## config.mk

```make
export PLATFORM = sky130hd
export DESIGN_NAME = delimited_protobuf_frame_encoder
export DESIGN_NICKNAME = d
export VERILOG_FILES = /design/src/hdl/dpfe_pkg.sv /design/src/hdl/dpfe_emitter.sv /design/src/hdl/delimited_protobuf_frame_encoder.sv
export SDC_FILE = /design/constraint.sdc
export NUM_CORES = 1
export LEC_CHECK = 0
export BUFFER_PORTS_ARGS = -buffer_cell sky130_fd_sc_hd__buf_2
export CAP_MARGIN = 0
export CORE_ASPECT_RATIO = 0.8
export CORE_MARGIN = 2
export CORE_UTILIZATION = 25
export CTS_BUF_LIST = sky130_fd_sc_hd__clkbuf_4 sky130_fd_sc_hd__clkbuf_8
export DETAILED_ROUTE_END_ITERATION = 16
export HOLD_SLACK_MARGIN = 0.06
export PLACE_DENSITY = 0.47
export SLEW_MARGIN = 5
export SYNTH_ARGS = -nofsm -noshare
export SYNTH_HDL_FRONTEND = slang
export SYNTH_SLANG_ARGS = --single-unit
```

## constraint.sdc

```tcl
create_clock -name clock -period 3.9 [get_ports clock]
set_input_delay 0.195 -clock clock [delete_from_list [all_inputs] [get_ports clock]]
set_output_delay 0.195 -clock clock [all_outputs]
set_load 0.1 [all_outputs]
```

## src/hdl/dpfe_pkg.sv

```systemverilog
package dpfe_pkg;

   localparam logic OP_PAYLOAD = 1'b0;
   localparam logic OP_ACK     = 1'b1;

   localparam logic [7:0] FRAME_TYPE_BYTE = 8'h08;
   localparam logic [2:0] TAG_WIRE_TYPE   = 3'd2;

   typedef struct packed {
      logic        opcode;
      logic [28:0] field_number;
      logic [4:0]  message_length;
      logic [7:0]  data_byte;
      logic        last_element;
   } req_type;

   typedef struct packed {
      logic [7:0] out_byte;
      logic       status;
      logic       last_of_frame;
   } rsp_type;

   // one pending piece of output: either a full header (plus optional data
   // byte), a lone data byte, or a rejection
   typedef struct packed {
      logic        header;
      logic        reject;
      logic        has_data;
      logic        data_last;
      logic [7:0]  data_byte;
      logic [31:0] cmd;
      logic [2:0]  cmd_len;
      logic [31:0] tag;
      logic [2:0]  tag_len;
      logic [4:0]  msg_len;
      logic [6:0]  body;
   } job_type;

   typedef enum logic [5:0] {
      SEG_BODY = 6'b000001,
      SEG_TYPE = 6'b000010,
      SEG_CMD  = 6'b000100,
      SEG_TAG  = 6'b001000,
      SEG_LEN  = 6'b010000,
      SEG_DATA = 6'b100000
   } seg_type;

   // number of base-128 groups needed for a 32-bit value (1..5)
   function automatic logic [2:0] varint_len(input logic [31:0] v);
      logic [2:0] n;
      if (v[31:28] != 4'd0) begin
         n = 3'd5;
      end else if (v[27:21] != 7'd0) begin
         n = 3'd4;
      end else if (v[20:14] != 7'd0) begin
         n = 3'd3;
      end else if (v[13:7] != 7'd0) begin
         n = 3'd2;
      end else begin
         n = 3'd1;
      end
      return n;
   endfunction

   // group idx of a varint of n groups, with the continuation bit
   function automatic logic [7:0] varint_byte(input logic [31:0] v,
                                              input logic [2:0]  idx,
                                              input logic [2:0]  n);
      logic [6:0] g;
      logic       cont;
      case (idx)
         3'd0:    g = v[6:0];
         3'd1:    g = v[13:7];
         3'd2:    g = v[20:14];
         3'd3:    g = v[27:21];
         default: g = {3'b000, v[31:28]};
      endcase
      cont = (({1'b0, idx} + 4'd1) < {1'b0, n});
      return {cont, g};
   endfunction

endpackage

```

## src/hdl/dpfe_emitter.sv

```systemverilog
module dpfe_emitter (
   input  logic              clock,
   input  logic              reset,
   input  logic              load,
   input  dpfe_pkg::job_type job,
   output logic              ready,
   output logic              rsp_valid,
   input  logic              rsp_stall,
   output dpfe_pkg::rsp_type rsp_word
);
   import dpfe_pkg::*;

   logic    job_valid_ff, job_valid_in;
   job_type job_ff;
   seg_type seg_ff, seg_in;
   logic [2:0] idx_ff, idx_in;
   logic    rsp_valid_ff, rsp_valid_in;
   rsp_type rsp_ff, cur;
   logic    advance, final_byte;

   assign advance = job_valid_ff && (!rsp_valid_ff || !rsp_stall);
   assign ready   = !job_valid_ff || (advance && final_byte);

   // current byte of the job and where the walk goes next
   always_comb begin
      cur        = '0;
      final_byte = 1'b0;
      seg_in     = seg_ff;
      idx_in     = idx_ff;
      case (seg_ff)
         SEG_BODY: begin
            cur.out_byte = {1'b0, job_ff.body};
            seg_in       = SEG_TYPE;
         end
         SEG_TYPE: begin
            cur.out_byte = FRAME_TYPE_BYTE;
            seg_in       = SEG_CMD;
            idx_in       = 3'd0;
         end
         SEG_CMD: begin
            cur.out_byte = varint_byte(job_ff.cmd, idx_ff, job_ff.cmd_len);
            if (({1'b0, idx_ff} + 4'd1) == {1'b0, job_ff.cmd_len}) begin
               seg_in = SEG_TAG;
               idx_in = 3'd0;
            end else begin
               idx_in = idx_ff + 3'd1;
            end
         end
         SEG_TAG: begin
            cur.out_byte = varint_byte(job_ff.tag, idx_ff, job_ff.tag_len);
            if (({1'b0, idx_ff} + 4'd1) == {1'b0, job_ff.tag_len}) begin
               seg_in = SEG_LEN;
               idx_in = 3'd0;
            end else begin
               idx_in = idx_ff + 3'd1;
            end
         end
         SEG_LEN: begin
            cur.out_byte      = {3'b000, job_ff.msg_len};
            cur.last_of_frame = !job_ff.has_data;
            final_byte        = !job_ff.has_data;
            seg_in            = SEG_DATA;
         end
         SEG_DATA: begin
            if (job_ff.reject) begin
               cur.out_byte      = 8'h00;
               cur.status        = 1'b1;
               cur.last_of_frame = 1'b1;
            end else begin
               cur.out_byte      = job_ff.data_byte;
               cur.last_of_frame = job_ff.data_last;
            end
            final_byte = 1'b1;
         end
         default: begin
            final_byte = 1'b1;
         end
      endcase
   end

   always_comb begin
      job_valid_in = job_valid_ff;
      if (load) begin
         job_valid_in = 1'b1;
      end else if (advance && final_byte) begin
         job_valid_in = 1'b0;
      end
      rsp_valid_in = advance || (rsp_valid_ff && rsp_stall);
   end

   always_ff @(posedge clock) begin
      if (reset) begin
         job_valid_ff <= 1'b0;
         rsp_valid_ff <= 1'b0;
         seg_ff       <= SEG_DATA;
         idx_ff       <= 3'd0;
      end else begin
         job_valid_ff <= job_valid_in;
         rsp_valid_ff <= rsp_valid_in;
         if (load) begin
            seg_ff <= job.header ? SEG_BODY : SEG_DATA;
            idx_ff <= 3'd0;
         end else if (advance) begin
            seg_ff <= seg_in;
            idx_ff <= idx_in;
         end
      end
   end

   always_ff @(posedge clock) begin
      if (load) begin
         job_ff <= job;
      end
      if (advance) begin
         rsp_ff <= cur;
      end
   end

   assign rsp_valid = rsp_valid_ff;
   assign rsp_word  = rsp_ff;

endmodule

```

## src/hdl/delimited_protobuf_frame_encoder.sv

```systemverilog
// Length-delimited protobuf frame encoder.
// req channel: one word per payload item (opcode 0) or a write acknowledge
// (opcode 1). The first payload word of a request produces the frame header
// (body length, 0x08, command id varint, tag varint, payload length) and then
// its own data byte; later words pass their byte straight through.
// rsp channel: one frame byte per word; a refused request gives one word with
// status set and the rest of its words are swallowed.
// csr port: link_ready, written with csr_wr_en.
// Timing: the input word is captured in the job register, and its first byte
// then moves to the output byte register. Payload words stream at one per
// cycle while rsp_stall is low; a header word occupies the output for its body
// length, 0x08, command id varint, tag varint and payload length bytes, plus
// its data byte when the payload is not empty, and req_stall is held high
// until its last byte goes out. The output byte register and the one-entry job
// register in the emitter set this timing. Reset: command id back to 1, no
// write pending, link not ready, no request open. When rsp_stall is high the
// output word holds and a full job register keeps req_stall high until it drains.
module delimited_protobuf_frame_encoder #(
   parameter int MAX_PAYLOAD = 24
) (
   input  logic              clock,
   input  logic              reset,
   input  logic              req_valid,
   output logic              req_stall,
   input  dpfe_pkg::req_type req_word,
   output logic              rsp_valid,
   input  logic              rsp_stall,
   output dpfe_pkg::rsp_type rsp_word,
   input  logic              csr_wr_en,
   input  logic              csr_wr_data
);
   import dpfe_pkg::*;

   logic        cmd_ok;
   logic [31:0] cmd_ff, cmd_in;
   logic        pend_ff, pend_in;
   logic        inreq_ff, inreq_in;
   logic        drop_ff, drop_in;
   logic [4:0]  remain_ff, remain_in;
   logic        link_ff;

   logic        em_ready, accept, load;
   job_type     job;
   logic [31:0] tag;
   logic [2:0]  cmd_len, tag_len;
   logic [4:0]  len;

   assign req_stall = !em_ready;
   assign accept    = req_valid && em_ready;
   assign len       = req_word.message_length;
   assign tag       = {req_word.field_number, TAG_WIRE_TYPE};
   assign cmd_len   = varint_len(cmd_ff);
   assign tag_len   = varint_len(tag);
   assign cmd_ok    = link_ff && !pend_ff && ({2'b00, len} <= 7'(MAX_PAYLOAD));

   always_comb begin
      cmd_in    = cmd_ff;
      pend_in   = pend_ff;
      inreq_in  = inreq_ff;
      drop_in   = drop_ff;
      remain_in = remain_ff;
      load      = 1'b0;

      job           = '0;
      job.data_byte = req_word.data_byte;
      job.cmd       = cmd_ff;
      job.cmd_len   = cmd_len;
      job.tag       = tag;
      job.tag_len   = tag_len;
      job.msg_len   = len;
      job.body      = 7'd2 + {4'b0000, cmd_len} + {4'b0000, tag_len} + {2'b00, len};

      if (accept) begin
         if (req_word.opcode == OP_ACK) begin
            pend_in = 1'b0;
         end else if (inreq_ff) begin
            if (drop_ff) begin
               if (req_word.last_element) begin
                  inreq_in = 1'b0;
                  drop_in  = 1'b0;
               end
            end else begin
               if (remain_ff != 5'd0) begin
                  load          = 1'b1;
                  job.has_data  = 1'b1;
                  job.data_last = (remain_ff == 5'd1) || req_word.last_element;
                  remain_in     = remain_ff - 5'd1;
               end
               if (req_word.last_element) begin
                  remain_in = 5'd0;
                  inreq_in  = 1'b0;
               end
            end
         end else if (!cmd_ok) begin
            load       = 1'b1;
            job.reject = 1'b1;
            if (!req_word.last_element) begin
               inreq_in = 1'b1;
               drop_in  = 1'b1;
            end
         end else begin
            load          = 1'b1;
            job.header    = 1'b1;
            job.has_data  = (len != 5'd0);
            job.data_last = (len == 5'd1) || req_word.last_element;
            cmd_in        = cmd_ff + 32'd1;
            pend_in       = 1'b1;
            remain_in     = (req_word.last_element || len == 5'd0) ? 5'd0 : len - 5'd1;
            inreq_in      = !req_word.last_element;
            drop_in       = 1'b0;
         end
      end
   end

   always_ff @(posedge clock) begin
      if (reset) begin
         cmd_ff    <= 32'd1;
         pend_ff   <= 1'b0;
         inreq_ff  <= 1'b0;
         drop_ff   <= 1'b0;
         remain_ff <= 5'd0;
         link_ff   <= 1'b0;
      end else begin
         cmd_ff    <= cmd_in;
         pend_ff   <= pend_in;
         inreq_ff  <= inreq_in;
         drop_ff   <= drop_in;
         remain_ff <= remain_in;
         if (csr_wr_en) begin
            link_ff <= csr_wr_data;
         end
      end
   end

   dpfe_emitter u_emitter (
      .clock     (clock),
      .reset     (reset),
      .load      (load),
      .job       (job),
      .ready     (em_ready),
      .rsp_valid (rsp_valid),
      .rsp_stall (rsp_stall),
      .rsp_word  (rsp_word)
   );

endmodule
```

# --- Word-level counts from Yosys, hierarchy flattened ---
# Cells that the tools add are included.
totals:
  ramBits: 0
  out_inout_bits: 12
  latch_bits: 0
  regBits: 152
  elab_cells: 161
  n_memories: 0
  rom_bits: 0
  input_bits: 50
classes:
  n_bitwise: 3
  shift: 0
  n_mux: 57
  addsub: 8
  n_div: 0
  n_eq_ne: 19
  n_mul: 0
  n_reduce_logical: 48
  n_lt_le_gt_ge: 3
op_table:
  columns: ["operator", "count"]
  rows:
  - ["one-hot mux 7 bit (4 select lines)", 2]
  - ["one-hot mux 8 bit (6 select lines)", 1]
  - ["nonzero test 7 bit", 6]
  - ["adder 32 x 1 -> 32 bit, second input constant", 1]
  - ["two-way mux 5 bit", 6]
  - ["two-way mux 6 bit", 5]
  - ["one-hot mux 6 bit (5 select lines)", 1]
  - ["two-way mux 1 bit", 21]
  - ["two-way mux 2 bit", 9]
  - ["two-way mux 3 bit", 6]
  - ["== test 5 x 1 -> 1 bit, second input constant", 2]
  - ["nonzero test 5 bit", 2]
  - ["subtractor 5 x 1 -> 5 bit, second input constant", 2]
  - ["!= test 3 x 2 -> 1 bit, second input constant", 3]
  - ["one-hot mux 3 bit (3 select lines)", 1]
  - ["== test 4 x 3 -> 1 bit", 2]
  - ["< comparator 4 x 3 -> 1 bit", 2]
  - ["two-way mux 4 bit", 2]
  - ["two-way mux 8 bit", 1]
  - ["AND reduction 4 bit", 2]
  - ["nonzero test 2 bit", 4]
  - ["nonzero test 4 bit", 2]
  - ["logical NOT 1 bit", 7]
  - ["adder 5 x 5 -> 6 bit", 1]
  - ["other kinds (29)", 47]

# --- Depth between registers and ports, before layout ---
logic_depth:
  ltp_word: 9
  ltp_mapped: 12
  ltp_nobuf: 12

# --- Cells and area by module ---
# From an unflattened synthesis, not the netlist that was laid out.
hier_totals:
  cells_unflattened: 607
  area_unflattened_um2: 7063.0
modules_own_cells:
  columns: ["module", "seq_area_each_um2", "cells_each", "area_per_inst_um2", "instances"]
  rows:
  - ["dpfe_emitter", 3313.2, 286, 4451.8, 1]
  - ["delimited_protobuf_frame_encoder", 820.8, 321, 2611.3, 1]

# --- Least setup slack after synthesis ---
# OpenSTA, ideal clock, no wires.
synth_path:
  path_kind: "register -> register"
  startpoint: "reg u_emitter.seg_ff[4]"
  endpoint: "reg u_emitter.job_ff[0] in the netlist's numbering (enable)"
  synth_period_minus_slack_ps: 4005
  arrival_ps: 3563
  slack_ps: -105
  path_buffers: 1
  setup_ps: 442
  t_required_ps: 3458
  stages_incl_launch_ff: 8
  cell_sequence: "dfxtp_1 > nor2_1 > and4b_1 > clkbuf_1 > o41a_1 > nor3_1 > nand2_1 > inv_1"
synth_between:
  elab_chain_cells: 7
  word_cells_on_any_way: 11
  cone_classes: "eq/ne: 5; mux: 2; reduce/logical: 4"
synth_rtl:
  columns: ["element", "line_no", "source"]
  rows:
  - ["from (decl)", "dpfe_emitter.sv:15", "seg_type seg_ff, seg_in;"]
  - ["from (signal assigned)", "dpfe_emitter.sv:101", "seg_ff <= job.header ? SEG_BODY : SEG_DATA;"]
  - ["from (signal assigned)", "dpfe_emitter.sv:104", "seg_ff <= seg_in;"]
  - ["== test 6 x 1 -> 1 bit (tied with other cells)", "dpfe_emitter.sv:30", "case (seg_ff)"]
  - ["OR reduction 4 bit (no line)", null, null]
  - ["one-hot mux 1 bit (2 select lines) *", "dpfe_emitter.sv:30", null]
  - ["logical AND 1 bit *", "dpfe_emitter.sv:22", "assign ready = !job_valid_ff || (advance && final_byte);"]
  - ["logical OR 1 bit *", "dpfe_emitter.sv:22", null]
  - ["logical AND 1 bit *", "delimited_protobuf_frame_encoder.sv:49", "assign accept = req_valid && em_ready;"]
  - ["two-way mux 1 bit *", "delimited_protobuf_frame_encoder.sv:73", "if (accept) begin"]
  - ["via load", "delimited_protobuf_frame_encoder.sv:42", "logic em_ready, accept, load;"]
  - ["to (signal assigned)", "dpfe_emitter.sv:112", "job_ff <= job;"]
  - ["to (decl)", "dpfe_emitter.sv:14", "job_type job_ff;"]
# Mark *: on every way through the listed nets, which the timed path passes. The rest lies on a longest branch.
# A chain may end at the register's enable or synchronous reset.

# --- Worst setup path after layout ---
layout_path:
  startpoint: "reg u_emitter.seg_ff[1]"
  endpoint: "out req_stall"
layout_between:
  elab_chain_cells: 6
  word_cells_on_any_way: 10
  cone_classes: "eq/ne: 5; mux: 1; reduce/logical: 4"
layout_rtl:
  columns: ["element", "line_no", "source"]
  rows:
  - ["== test 6 x 1 -> 1 bit (tied with other cells)", "dpfe_emitter.sv:30", null]
  - ["OR reduction 4 bit (no line)", null, null]
  - ["one-hot mux 1 bit (2 select lines) *", "dpfe_emitter.sv:30", null]
  - ["logical AND 1 bit *", "dpfe_emitter.sv:22", null]
  - ["logical OR 1 bit *", "dpfe_emitter.sv:22", null]
  - ["logical NOT 1 bit *", "delimited_protobuf_frame_encoder.sv:48", "assign req_stall = !em_ready;"]
  - ["to (decl)", "delimited_protobuf_frame_encoder.sv:24", "output logic req_stall,"]
# Every way passes the cells marked *; elsewhere a longest branch is shown, timed or not.

==> run metrics <==
clk sinks=approximately 150; Met1 Wirelength=between 10000 and 15000 um; Die X=190 um; Critical Path AT=3.03 ns; Post-Syn Nets=688; Vias/cell=between 4 and 5; initial drt markers=475; Crit. End Element=output port; setup bufs post-CTS=0; clk slew on worst S/H paths=about 0.1 ns; Setup Viol. Count Final=0; Port Buffers=just over 60; Post-Route WL=just under 20000 um; ys async rst share=0; clk_lat worst skew=around 0.47 ns; Distinct cells, synth=between 60 and 70; Final GP Congestion=a little under 0.8; Switch Pwr=815 uW; global-route wire length before repair=around 30000 um; die area=just under 30000 um2; area leader, netlist=edfxtp_1; HP Class=primary input to flop; CTS max path bufs=2; DR vias=~5300; crit-path max FO=9; final slew viol count=0; Synth-to-Final Area Change=23.5%; worst reg2reg path endpoint=u_emitter.job_ff[5]$_DFFE_PP_; Lkg Pwr=slightly above 3 nW; area of the core=27300 um2; initial core utilization=0.254; largest stage delay on the critical path=around 0.74 ns; overall routing resource usage=0.136; worst path required time=approximately 3.7 ns; status=finished clean; Rows=54; crit path to=req_stall; wire length on met3=911 um; Worst R2R Setup Slack=a little over 0.8 ns; Final min period=roughly 3.2 ns; number of antenna violations at the first check in global routing=0; Tcrit/Tclk final=0.826; met2 WL=~8000 um; Sum Neg Setup Slack=0 ns; fin cells=~1100; Layout Nets=roughly 800; TritonCTS clock tree=built; Clock power frac=0.390; Comb power frac=0.077; CP max stage cell=nor3b_2; Hold Vio Cnt, Final=0; dpl cells=~1000; r2r startpoint=cmd_ff[8]$_SDFFE_PP0P_; post-CTS sizing=0; Synth Flop Type=edfxtp_1; Yosys Warn Count=0; synthesized cell area=6930 um2; drt wl/cell=between 15 and 20 um; post-DP HPWL=13300 um; Mapped Cells=just over 600; commonest non-fill, non-tap cell in the layout=edfxtp_1; vias in the first global route=just over 5000; clk_skew=about 0.019 ns; num ports=62; root buffer selected by CTS=clkbuf_8; RSZ-0062 raised after global routing=false; H-tree Lvls=4; Yosys top cell area share=0.429; Yosys reg bits=151; # fillers=between 2000 and 3000; Post-synth EDFFs=99; total gr overflow=0; hold_buf cts=45; highest routed layer=met4; Pwr Density=around 390 nW/um2; crit path from=u_emitter.seg_ff[1]$_SDFFE_PP0P_; dominant cells by area after synthesis=edfxtp_1 43%, dfxtp_1 15%, ha_1 4.0%; Int Pwr=around 2.5 mW; Seq/Total Area, Yosys=0.579; actual slew at the worst max-slew pin=just under 1 ns; Die Span Y=approximately 150 um; max_cap viols=0; cts bufs inserted=17; drt drc=0; Slew headroom=0.337; DRT antenna net count=0; Reg power frac=0.533; pin count of the biggest net entering global routing=63; hold depth=1; most used cell, CP=nor4_1; Post-Syn Area per Cell=~11 um2; Crit Path Category=flop to output port; fmax=about 310 MHz; crit start category=flop; reg2reg path depth=12; Net Sw Frac=0.245; commonest cells after routing, fill and taps aside=99 x edfxtp_1, 61 x buf_2, 52 x dfxtp_1; ANT cells=0; drt pass-1 iters=5; fraction of layout cells with a size suffix above 1=0.152; Worst VDD drop=approximately 0.21 mV; CP cell instances=nor4_1 -> nor3b_2 -> nor4_1 -> a21oi_1 -> o21ai_0 -> inv_1 -> buf_2
-- metrics by stage --
| stage | util | cell area (um2) | setup slack, ns | power, mW | hold slack, ns |
|---|---|---|---|---|---|
| after floorplan | - | 6930 | 0.510 | 1.94 | 0.291 |
| after CTS | 0.314 | 8560 | 0.652 | 3.36 | 0.0650 |
| after global placement | 0.282 | 7690 | 0.864 | 2.03 | 0.375 |
| after global routing | 0.314 | 8560 | 0.429 | 3.46 | 0.0660 |
| after detailed placement | 0.282 | 7690 | 0.818 | 2.03 | 0.373 |
| final | 0.314 | 8560 | 0.678 | 3.32 | 0.104 |
-- worst min-delay path by stage --
| stage | endpoint | startpoint | slack (ns) |
|---|---|---|---|
| detailed placement | u_emitter.job_ff[89]$_DFFE_PP_ | req_word[8] | 0.37 |
| global placement | u_emitter.job_ff[89]$_DFFE_PP_ | req_word[8] | 0.37 |
| floorplan | inreq_ff$_SDFFE_PP0N_ | req_word[0] | 0.29 |
| finish | u_emitter.job_ff[10]$_DFFE_PP_ | req_word[12] | 0.10 |
| global route | u_emitter.job_ff[10]$_DFFE_PP_ | req_word[12] | 0.07 |
| CTS | u_emitter.job_ff[10]$_DFFE_PP_ | req_word[12] | 0.06 |
-- worst max-delay path: cells and delay by family (launching register included) --
family                 cells  cell delay (ns)
AND/OR/NAND/NOR            3             1.25
AO/OA/AOI/OAI              2             0.41
buffers and inverters      2             0.52
flip-flops                 1             0.37
-- layout make-up --
class / count / area, um2 / share of cell area
tap: 364 / 455 / 0.0532
clock buffer: 18 / 248 / 0.0289
clock inverter: 14 / 171 / 0.0200
sequential: 151 / 4010 / 0.469
multi-input combinational: 397 / 2660 / 0.311
timing repair buffer: 115 / 848 / 0.0991
inverter: 42 / 161 / 0.0189
-- power by group through the flow --
stage	Sequential [mW]	Combinational (mW)	Clock, mW
2_1_floorplan	1.83	0.107	0
3_3_place_gp	1.81	0.220	0
3_5_place_dp	1.81	0.220	0
4_1_cts	1.77	0.256	1.33
5_1_grt	1.78	0.280	1.40
6_report	1.77	0.255	1.30
-- cells in the mapped netlist, types with 2 or more instances --
master	count
a31oi_1	4
dfxtp_1	52
inv_1	42
or3_1	18
buf_2	2
and2_1	8
nor3_1	13
a21o_1	2
a221oi_1	6
or4b_2	2
or4_1	11
a311oi_1	2
and3_1	6
o211a_1	3
o32ai_1	3
nor4b_1	2
o21ai_0	34
nand2_1	37
and4_1	4
a21oi_1	40
a222oi_1	16
o21a_1	2
nor4_1	12
mux2i_1	5
nand4_1	11
ha_1	22
a22oi_1	4
o211ai_1	4
nand3_1	16
nor3b_1	2
xor2_1	5
o31ai_1	9
xnor2_1	8
fa_1	3
o221ai_1	3
clkbuf_1	18
nand2b_1	2
nor2_1	44
buf_1	2
nor2b_1	7
edfxtp_1	99
a221o_1	6
-- registers in the layout, summed over array words and instances (netlist names) --
| name | flops |
|---|---|
| u_emitter.job_valid_ff | 1 |
| u_emitter.job_ff | 89 |
| pend_ff | 1 |
| drop_ff | 1 |
| link_ff | 1 |
| u_emitter.idx_ff | 3 |
| u_emitter.seg_ff | 6 |
| u_emitter.rsp_valid | 1 |
| u_emitter.rsp_word | 10 |
| remain_ff | 5 |
| inreq_ff | 1 |
| cmd_ff | 32 |
-- kinds of logic (layout without fill, tap and decap cells) --
family | count (synthesis) | count (layout) | share of synthesized area
adder cells (fa/ha/maj) | 25 | 25 | 0.0484
buffers and inverters | 65 | 189 | 0.0366
XOR/XNOR | 13 | 13 | 0.0164
multiplexers | 6 | 6 | 0.00885
flip-flops | 151 | 151 | 0.579
AO/OA/AOI/OAI | 148 | 148 | 0.149
AND/OR/NAND/NOR | 205 | 205 | 0.162
-- metal layers --
layer	vias to the layer above	global-route usage
met5	-	0
met3	13	0.0296
met1	2529	0.211
met4	0	0.0295
li1	2579	-
met2	135	0.191
Note: power is estimated with default switching activity, not from simulation.
